===== src/hdl/cdf_pkg.sv =====
// Shared types and constants for the CDC Ethernet descriptor finder.
// No dependencies; imported by every module of the block.
`default_nettype none
package cdf_pkg;

	localparam int OFFSET_BITS_DEF = 16;

	localparam int SEG_W      = 16;
	localparam int APB_ADDR_W = 3;
	localparam int APB_DATA_W = 32;

	// register index, taken from paddr above the byte lanes
	localparam logic REG_DEFAULT_SEGMENT = 1'b0;

	localparam logic [7:0]       KIND_CS_INTERFACE = 8'h24;
	localparam logic [7:0]       SUBTYPE_ETHERNET  = 8'h0F;
	localparam logic [7:0]       MIN_FUNC_LEN      = 8'd13;
	localparam logic [7:0]       MIN_RECORD_LEN    = 8'd2;
	localparam logic [7:0]       MIN_BLOCK_LEN     = 8'd9;
	localparam logic [SEG_W-1:0] RESET_SEGMENT     = 16'd1514;

	// byte positions inside a record
	localparam logic [3:0] POS_KIND    = 4'd1;
	localparam logic [3:0] POS_SUBTYPE = 4'd2;
	localparam logic [3:0] POS_MAC_IDX = 4'd3;
	localparam logic [3:0] POS_SEG_LO  = 4'd8;
	localparam logic [3:0] POS_SEG_HI  = 4'd9;

	typedef enum logic [1:0] {
		ST_SCANNING,
		ST_FOUND,
		ST_STOPPED
	} scan_state_t;

	typedef struct packed {
		logic             found;
		logic [7:0]       mac_index;
		logic [SEG_W-1:0] segment;
	} scan_result_t;

endpackage
`default_nettype wire


===== src/hdl/cdf_apb_regs.sv =====
// APB register file: holds the default segment size.
// Depends on cdf_pkg.
`default_nettype none
module cdf_apb_regs import cdf_pkg::*; (
	input  wire logic                  clk,
	input  wire logic                  arst_n,
	input  wire logic                  psel,
	input  wire logic                  penable,
	input  wire logic                  pwrite,
	input  wire logic [APB_ADDR_W-1:0] paddr,
	input  wire logic [APB_DATA_W-1:0] pwdata,
	output logic      [APB_DATA_W-1:0] prdata,
	output logic                       pready,
	output logic      [SEG_W-1:0]      default_segment
);

	logic             reg_hit;
	logic [SEG_W-1:0] default_segment_q;

	assign reg_hit = (paddr[APB_ADDR_W-1] == REG_DEFAULT_SEGMENT);
	assign pready  = 1'b1;

	always_ff @(posedge clk or negedge arst_n) begin
		if (!arst_n) begin
			default_segment_q <= RESET_SEGMENT;
		end else if (psel && penable && pwrite && reg_hit) begin
			default_segment_q <= pwdata[SEG_W-1:0];
		end
	end

	assign prdata          = reg_hit ? APB_DATA_W'(default_segment_q) : '0;
	assign default_segment = default_segment_q;

endmodule
`default_nettype wire


===== src/hdl/cdf_scan_core.sv =====
// Record walker: stream state, per-byte next-state logic and the result
// computed on the last byte of a block. Depends on cdf_pkg.
`default_nettype none
module cdf_scan_core import cdf_pkg::*; #(
	parameter int OFFSET_BITS = OFFSET_BITS_DEF
) (
	input  wire logic             clk,
	input  wire logic             arst_n,
	input  wire logic             fire,
	input  wire logic [7:0]       data,
	input  wire logic             last,
	input  wire logic [SEG_W-1:0] default_segment,
	output scan_result_t          result
);

	localparam logic [OFFSET_BITS-1:0] OFF_MAX = '1;

	logic [OFFSET_BITS-1:0] offset_q, offset_n;
	logic [OFFSET_BITS-1:0] start_q, start_n;
	logic [7:0]             length_q, length_n;
	logic [7:0]             kind_q, kind_n;
	logic                   pending_q, pending_n;
	logic [7:0]             index_q, index_n;
	logic [SEG_W-1:0]       segment_q, segment_n;
	scan_state_t            status_q, status_n;

	logic [OFFSET_BITS-1:0] rel;
	logic [OFFSET_BITS:0]   rec_end;
	logic                   match_now;
	logic                   hit;

	assign rel       = offset_q - start_q;
	assign rec_end   = {1'b0, start_q} + (OFFSET_BITS+1)'(length_q);
	assign match_now = (rel == OFFSET_BITS'(POS_SUBTYPE)) && (kind_q == KIND_CS_INTERFACE)
		&& (length_q >= MIN_FUNC_LEN) && (data == SUBTYPE_ETHERNET);

	// next state
	always_comb begin
		offset_n  = offset_q;
		start_n   = start_q;
		length_n  = length_q;
		kind_n    = kind_q;
		pending_n = pending_q;
		index_n   = index_q;
		segment_n = segment_q;
		status_n  = status_q;
		if (offset_q == OFF_MAX) begin
			// stop at the offset limit, keep an earlier match
			if (status_q == ST_SCANNING) begin
				status_n = ST_STOPPED;
			end
		end else begin
			offset_n = offset_q + 1'b1;
			if (status_q == ST_SCANNING) begin
				if (offset_q == '0) begin
					start_n = OFFSET_BITS'(data);
					if (data == '0) begin
						status_n = ST_STOPPED;
					end
				end else if (offset_q >= start_q) begin
					if (rel == '0) begin
						length_n = data;
						if (data < MIN_RECORD_LEN) begin
							status_n = ST_STOPPED;
						end
					end else begin
						if (rel == OFFSET_BITS'(POS_KIND)) begin
							kind_n = data;
						end
						pending_n = pending_q || match_now;
						if (pending_n) begin
							if (rel == OFFSET_BITS'(POS_MAC_IDX)) begin
								index_n = data;
							end else if (rel == OFFSET_BITS'(POS_SEG_LO)) begin
								segment_n = {segment_q[SEG_W-1:8], data};
							end else if (rel == OFFSET_BITS'(POS_SEG_HI)) begin
								segment_n = {data, segment_q[7:0]};
							end
						end
						if (rel == OFFSET_BITS'(length_q - 8'd1)) begin
							if (pending_n) begin
								status_n = ST_FOUND;
							end else if (rec_end >= {1'b0, OFF_MAX}) begin
								status_n = ST_STOPPED;
							end else begin
								start_n = rec_end[OFFSET_BITS-1:0];
							end
						end
					end
				end
			end
		end
	end

	// result for the block that ends with this byte
	always_comb begin
		hit              = (status_n == ST_FOUND) && (offset_n >= OFFSET_BITS'(MIN_BLOCK_LEN));
		result.found     = hit;
		result.mac_index = hit ? index_n : '0;
		result.segment   = (hit && (segment_n != '0)) ? segment_n : default_segment;
	end

	always_ff @(posedge clk or negedge arst_n) begin
		if (!arst_n) begin
			offset_q  <= '0;
			start_q   <= '0;
			length_q  <= '0;
			kind_q    <= '0;
			pending_q <= 1'b0;
			index_q   <= '0;
			segment_q <= '0;
			status_q  <= ST_SCANNING;
		end else if (fire) begin
			if (last) begin
				// start over for the next block
				offset_q  <= '0;
				start_q   <= '0;
				length_q  <= '0;
				kind_q    <= '0;
				pending_q <= 1'b0;
				index_q   <= '0;
				segment_q <= '0;
				status_q  <= ST_SCANNING;
			end else begin
				offset_q  <= offset_n;
				start_q   <= start_n;
				length_q  <= length_n;
				kind_q    <= kind_n;
				pending_q <= pending_n;
				index_q   <= index_n;
				segment_q <= segment_n;
				status_q  <= status_n;
			end
		end
	end

endmodule
`default_nettype wire


===== src/hdl/cdc_ethernet_descriptor_finder.sv =====
// CDC Ethernet functional descriptor finder, top level.
// Throughput: one byte per cycle, except while a last byte waits on a stalled output.
// A last byte goes from the byte input register to the result register and waits in the first while the output stalls.
// Other bytes keep flowing while a result waits; only a last byte holds until it leaves.
// Reset (arst_n low) clears the scan state and the valids and sets the
// default segment register to 1514. Depends on cdf_pkg, cdf_apb_regs, cdf_scan_core.
`default_nettype none
module cdc_ethernet_descriptor_finder import cdf_pkg::*; #(
	parameter int OFFSET_BITS = OFFSET_BITS_DEF
) (
	input  wire logic                  clk,
	input  wire logic                  arst_n,
	input  wire logic                  in_valid,
	output logic                       in_stall,
	input  wire logic [7:0]            config_byte,
	input  wire logic                  last_byte,
	output logic                       out_valid,
	input  wire logic                  out_stall,
	output logic                       found,
	output logic      [7:0]            mac_string_index,
	output logic      [SEG_W-1:0]      segment_size,
	input  wire logic                  psel,
	input  wire logic                  penable,
	input  wire logic                  pwrite,
	input  wire logic [APB_ADDR_W-1:0] paddr,
	input  wire logic [APB_DATA_W-1:0] pwdata,
	output logic      [APB_DATA_W-1:0] prdata,
	output logic                       pready
);

	logic             valid_s1;
	logic [7:0]       byte_s1;
	logic             last_s1;
	logic             out_free;
	logic             advance;
	logic             in_take;
	logic [SEG_W-1:0] default_segment;
	scan_result_t     result;
	logic             out_valid_q;
	scan_result_t     result_q;

	cdf_apb_regs u_regs (
		.clk             (clk),
		.arst_n          (arst_n),
		.psel            (psel),
		.penable         (penable),
		.pwrite          (pwrite),
		.paddr           (paddr),
		.pwdata          (pwdata),
		.prdata          (prdata),
		.pready          (pready),
		.default_segment (default_segment)
	);

	// a byte that ends no block never waits on the output side
	assign out_free = !out_valid_q || !out_stall;
	assign advance  = valid_s1 && (!last_s1 || out_free);
	assign in_stall = valid_s1 && !advance;
	assign in_take  = in_valid && !in_stall;

	always_ff @(posedge clk or negedge arst_n) begin
		if (!arst_n) begin
			valid_s1 <= 1'b0;
		end else if (in_take) begin
			valid_s1 <= 1'b1;
		end else if (advance) begin
			valid_s1 <= 1'b0;
		end
	end

	always_ff @(posedge clk) begin
		if (in_take) begin
			byte_s1 <= config_byte;
			last_s1 <= last_byte;
		end
	end

	cdf_scan_core #(
		.OFFSET_BITS (OFFSET_BITS)
	) u_core (
		.clk             (clk),
		.arst_n          (arst_n),
		.fire            (advance),
		.data            (byte_s1),
		.last            (last_s1),
		.default_segment (default_segment),
		.result          (result)
	);

	always_ff @(posedge clk or negedge arst_n) begin
		if (!arst_n) begin
			out_valid_q <= 1'b0;
		end else if (advance && last_s1) begin
			out_valid_q <= 1'b1;
		end else if (!out_stall) begin
			out_valid_q <= 1'b0;
		end
	end

	always_ff @(posedge clk) begin
		if (advance && last_s1) begin
			result_q <= result;
		end
	end

	assign out_valid        = out_valid_q;
	assign found            = result_q.found;
	assign mac_string_index = result_q.mac_index;
	assign segment_size     = result_q.segment;

endmodule
`default_nettype wire


===== config.mk =====
export PLATFORM = sky130hd
export DESIGN_NAME = cdc_ethernet_descriptor_finder
export DESIGN_NICKNAME = d
export VERILOG_FILES = /design/src/hdl/cdf_pkg.sv /design/src/hdl/cdf_apb_regs.sv /design/src/hdl/cdf_scan_core.sv /design/src/hdl/cdc_ethernet_descriptor_finder.sv
export SDC_FILE = /design/constraint.sdc
export NUM_CORES = 1
export LEC_CHECK = 0
export BUFFER_PORTS_ARGS = -buffer_cell sky130_fd_sc_hd__buf_2
export CELL_PAD_IN_SITES_DETAIL_PLACEMENT = 0
export CELL_PAD_IN_SITES_GLOBAL_PLACEMENT = 1
export CORE_ASPECT_RATIO = 0.6
export CORE_MARGIN = 3
export CORE_UTILIZATION = 41
export DETAILED_ROUTE_END_ITERATION = 7
export GPL_ROUTABILITY_DRIVEN = 0
export PLACE_DENSITY = 0.75
export SETUP_SLACK_MARGIN = 0.5
export SLEW_MARGIN = 25
export SYNTH_ARGS = -nofsm -noshare
export SYNTH_HDL_FRONTEND = slang
export SYNTH_SLANG_ARGS = --single-unit
export TNS_END_PERCENT = 30

===== constraint.sdc =====
create_clock -name clk -period 4.2 [get_ports clk]
set_input_delay 0.84 -clock clk [delete_from_list [all_inputs] [get_ports clk]]
set_output_delay 0.84 -clock clk [all_outputs]
set_load 0.05 [all_outputs]

==> run_results.csv <==
group,metric,value,unit
outcome,status,"finished, violations left",
outcome,violations,"negative setup slack",
global_route,grt_antenna_before_repair,1,
die,die-area,0.0231,mm2
final_layout,drive_gt1_share,31.8,%
routing,wirelength,28.0,mm
synth,ys_types,89,
global_route,grt_pass1_vias,7452,
setup_path,cp-end-kind,"flop",
setup_path,required,4.39,ns
final_layout,mostFrequentLayoutCells,"buf_4 (138), nand2_1 (96), dfrtp_1 (83)",
routing,drt_drc_violations_left,0,
die,boundaryPins,111,
clock_tree,ctsHtreeMaxLevel,4,
die,coreArea,0.0205,mm2
worst_hold_path,hold_class,"in -> async",
place,placed_area,0.0102,mm2
sta,worst_pin_slew,0.939,ns
clock_tree,cts_buffers,17,
final_layout,final_area,0.0111,mm2
sta,hold_violations,0,
global_route,grt.total_usage,23.9,%
place,place_hpwl,21.1,mm
setup_path,reg2reg_from,"u_core.offset_q[0]$_DFFE_PN0P_",
setup_path,critPathTopFamily,"simple AND/OR/NAND/NOR gates",
final_layout,area_growth,27.5,%
routing,vias_per_cell,5.69,
synth,synth_top_family_by_area,"simple AND/OR/NAND/NOR gates",
sta,fin_ws,-0.0725,ns
routing,final_antenna_net_count,0,
synth,muxShareOfSynthArea,10.3,%
power_and_ir_drop,power_density,477,mW/mm2
synth,synth-simple-area-share,20.2,%
power_and_ir_drop,power,5.32,mW
final_layout,nFillCells,1896,
global_route,grt_overflow,0,
synth,yosys_warnings,0,
sta,max_freq,234,MHz
final_layout,antennaDiodeCount,0,
setup_path,crit_path_cell_trace,"inv_2 > ha_4 > fa_2 > nand2b_4 > a211oi_4 > o21a_1 > or3_4 > a2111o_1 > nor4_4 > a41oi_2 > or4b_4 > bufbuf_16 > mux2i_1 > nor2_1",
routing,drt-initial-drc-count,879,
synth,syn_area,0.00873,mm2
die,start_util,42.7,%
final_layout,layout_commonest_cell,"buf_4",
sta,rsz0062_at_grt,"yes",
die,die_h,119,um
setup_path,r2r_end,"mac_string_index[6]$_SDFFCE_PN0P_",
final_layout,nets,1209,
setup_path,cp_max_fo,5,
clock_tree,cts_tree,"done",
clock_tree,clockBufferDepth,2,
synth,synthArstFlopShare,73.2,%
final_layout,instances_no_fill,1413,
power_and_ir_drop,leakage,5.09,nW
synth,synth_flop_cell,"dfrtp_1",
setup_path,max_stage_delay,0.64,ns
place,numPortBuffers,75,
setup_path,rr_worst_depth,14,
setup_path,critPathKind,"reg -> reg",
setup_path,arrival,4.46,ns
sta,fin_crit_sh,102,%
routing,firstDrtPassIters,5,
clock_tree,clkLatencyLatePin,0.44,ns
global_route,grt_pass1_wl,43.1,mm
job,drv_cap,0,
sta,setup_viol,22,
setup_path,rrSetupSlack,-0.07,ns
sta,drv_slew,0,
place,dp.cells,1366,
synth,syn_avg_cell_area,9.28,um2
clock_tree,path_clk_slew,0.06,ns
routing,wl_per_cell,19.8,um
sta,period_needed,4.27,ns
sta,maxSlewHeadroom,37.1,%
die,rows,40,
setup_path,crit_buf_inv,2,
synth,synth-edff-count,34,
clock_tree,clockRootBuffer,"clkbuf_16",
place,dp_slack,-0.140,ns
clock_tree,clock_sinks,127,
die,die-width,194,um
power_and_ir_drop,vdd_drop_max,0.000321,V
synth,synth_adder_area_share,4.61,%
global_route,grt_max_degree,50,
final_layout,postLayoutCoreUtil,54.4,%
routing,vias,8046,
synth,syn_inst,941,
sta,fin_worst_skew,0.0101,ns
synth,synth_seq_cells,127,
synth,synth_xor_area_share,3.41,%
synth,ys_seq_area_share,38.4,%
setup_path,crit_path_start_kind,"flop",
synth,synth_compound_area_share,17.1,%
setup_path,crit_slowest_cell,"or4b_4",
[repair_timing]
item                                    4_1_cts  5_1_grt
resized for setup                            19       28
pin swaps                                     8       11
endpoints found under the setup margin       74       84
hold buffers                                  0        0
setup buffers                                11        2
gates cloned                                  2        0
[per-layer routing]
layer  routed length (um)  global-route usage, %  up-vias
met5                    0                      0        -
met4                  149                   3.81        0
met3                 3140                   7.97       18
met2                10200                   29.2      343
met1                14500                   39.5     3912
li1                     -                      -     3773
[through the flow]
step / hold WS, ns / setup TNS, ns
2_1_floorplan: 0.448 / 0
3_3_place_gp: 0.481 / -0.227
3_5_place_dp: 0.484 / -2.31
4_1_cts: 0.456 / 0
5_1_grt: 0.479 / -3.96
6_report: 0.436 / -0.617
[cell usage after synthesis, types with 4 or more instances]
master | n | share of area [%]
nand2_1 | 97 | 4.2
dfrtp_1 | 86 | 25
nor2_1 | 63 | 2.7
o21ai_0 | 61 | 3.5
a21oi_1 | 40 | 2.3
mux2_2 | 40 | 5.2
inv_1 | 38 | 1.6
clkbuf_1 | 34 | 1.5
edfxtp_1 | 34 | 12
mux2i_1 | 30 | 3.4
ha_1 | 29 | 4.2
nor3_1 | 29 | 1.7
nand3_1 | 26 | 1.5
nor2b_1 | 25 | 1.8
xnor2_1 | 21 | 2.1
buf_4 | 20 | 1.7
o31ai_1 | 18 | 1.5
nand4_1 | 17 | 1.2
xor2_1 | 13 | 1.3
and3_1 | 11 | 0.79
o21ai_1 | 11 | 0.63
a21o_1 | 10 | 0.86
and2_1 | 10 | 0.72
a22oi_1 | 9 | 0.77
nor4_1 | 9 | 0.64
or4_1 | 8 | 0.69
and4_1 | 7 | 0.70
buf_2 | 7 | 0.40
dfstp_2 | 7 | 2.1
mux2_4 | 7 | 1.2
nand2b_1 | 7 | 0.50
a211oi_1 | 6 | 0.52
a31oi_1 | 6 | 0.43
o21a_1 | 5 | 0.43
a2111oi_0 | 4 | 0.40
a211o_1 | 4 | 0.40
a21oi_2 | 4 | 0.40
buf_6 | 4 | 0.52
mux2_1 | 4 | 0.52
nor4b_1 | 4 | 0.40
o211ai_1 | 4 | 0.34
or2_2 | 4 | 0.29
or3_1 | 4 | 0.29
[power by group]
group / total [mW] / internal (mW) / leakage, nW / switching, mW
combinational: 2.33 / 1.02 / 3.26 / 1.31
clock: 1.46 / 0.825 / 0.268 / 0.632
sequential: 1.53 / 1.41 / 1.55 / 0.115
total: 5.32 / 3.26 / 5.09 / 2.05
[worst max-delay path by stage]
stage / endpoint / cells past startpoint / slack (ns) / from
floorplan: segment_size[10]$_DFFE_PP_ / 15 / 0.26 / u_core.offset_q[0]$_DFFE_PN0P_
global placement: segment_size[2]$_DFFE_PP_ / 13 / -0.03 / u_core.offset_q[2]$_DFFE_PN0P_
detailed placement: segment_size[15]$_DFFE_PP_ / 14 / -0.14 / u_core.offset_q[2]$_DFFE_PN0P_
CTS: segment_size[15]$_DFFE_PP_ / 15 / 0.05 / u_core.offset_q[0]$_DFFE_PN0P_
global route: u_core.index_q[1]$_DFFE_PN0P_ / 15 / -0.18 / u_core.offset_q[0]$_DFFE_PN0P_
finish: mac_string_index[6]$_SDFFCE_PN0P_ / 14 / -0.07 / u_core.offset_q[0]$_DFFE_PN0P_
[state kept, by name, indices dropped and copies added (netlist names)]
signal / cells
u_core.offset_q: 16
valid_s1: 1
u_core.start_q: 16
out_valid: 1
segment_size: 16
u_core.kind_q: 8
u_regs.default_segment: 16
found: 1
u_core.index_q: 8
last_s1: 1
mac_string_index: 8
u_core.pending_q: 1
u_core.length_q: 8
u_core.segment_q: 16
byte_s1: 8
u_core.status_q: 2
[worst reg2reg max path, stage by stage, from the launching register on]
cell and delay [ns]:
dfrtp_1 0.39, inv_2 0.13, ha_4 0.15, fa_2 0.20, nand2b_4 0.14, a211oi_4 0.07
o21a_1 0.21, or3_4 0.36, a2111o_1 0.48, nor4_4 0.45, a41oi_2 0.29, or4b_4 0.64
bufbuf_16 0.30, mux2i_1 0.15, nor2_1 0.05
[cells by family after synthesis]
| group | count (synthesis) |
|---|---|
| compound gates | 220 |
| xor+xnor | 34 |
| fa+ha+maj | 31 |
| buf+inv | 105 |
| flops | 127 |
| mux | 81 |
| other cells | 2 |
| simple gates | 341 |
[final cells by class]
class | instances | area, um2 | share of cell area, %
Multi-Input combinational cell | 724 | 5170 | 46.5
Sequential cell | 127 | 3360 | 30.2
Timing Repair Buffer | 219 | 1550 | 14.0
Clock buffer | 18 | 429 | 3.85
Tap cell | 273 | 342 | 3.07
Inverter | 38 | 143 | 1.28
Clock inverter | 14 | 134 | 1.20
Power figures use the tool's default switching activity.
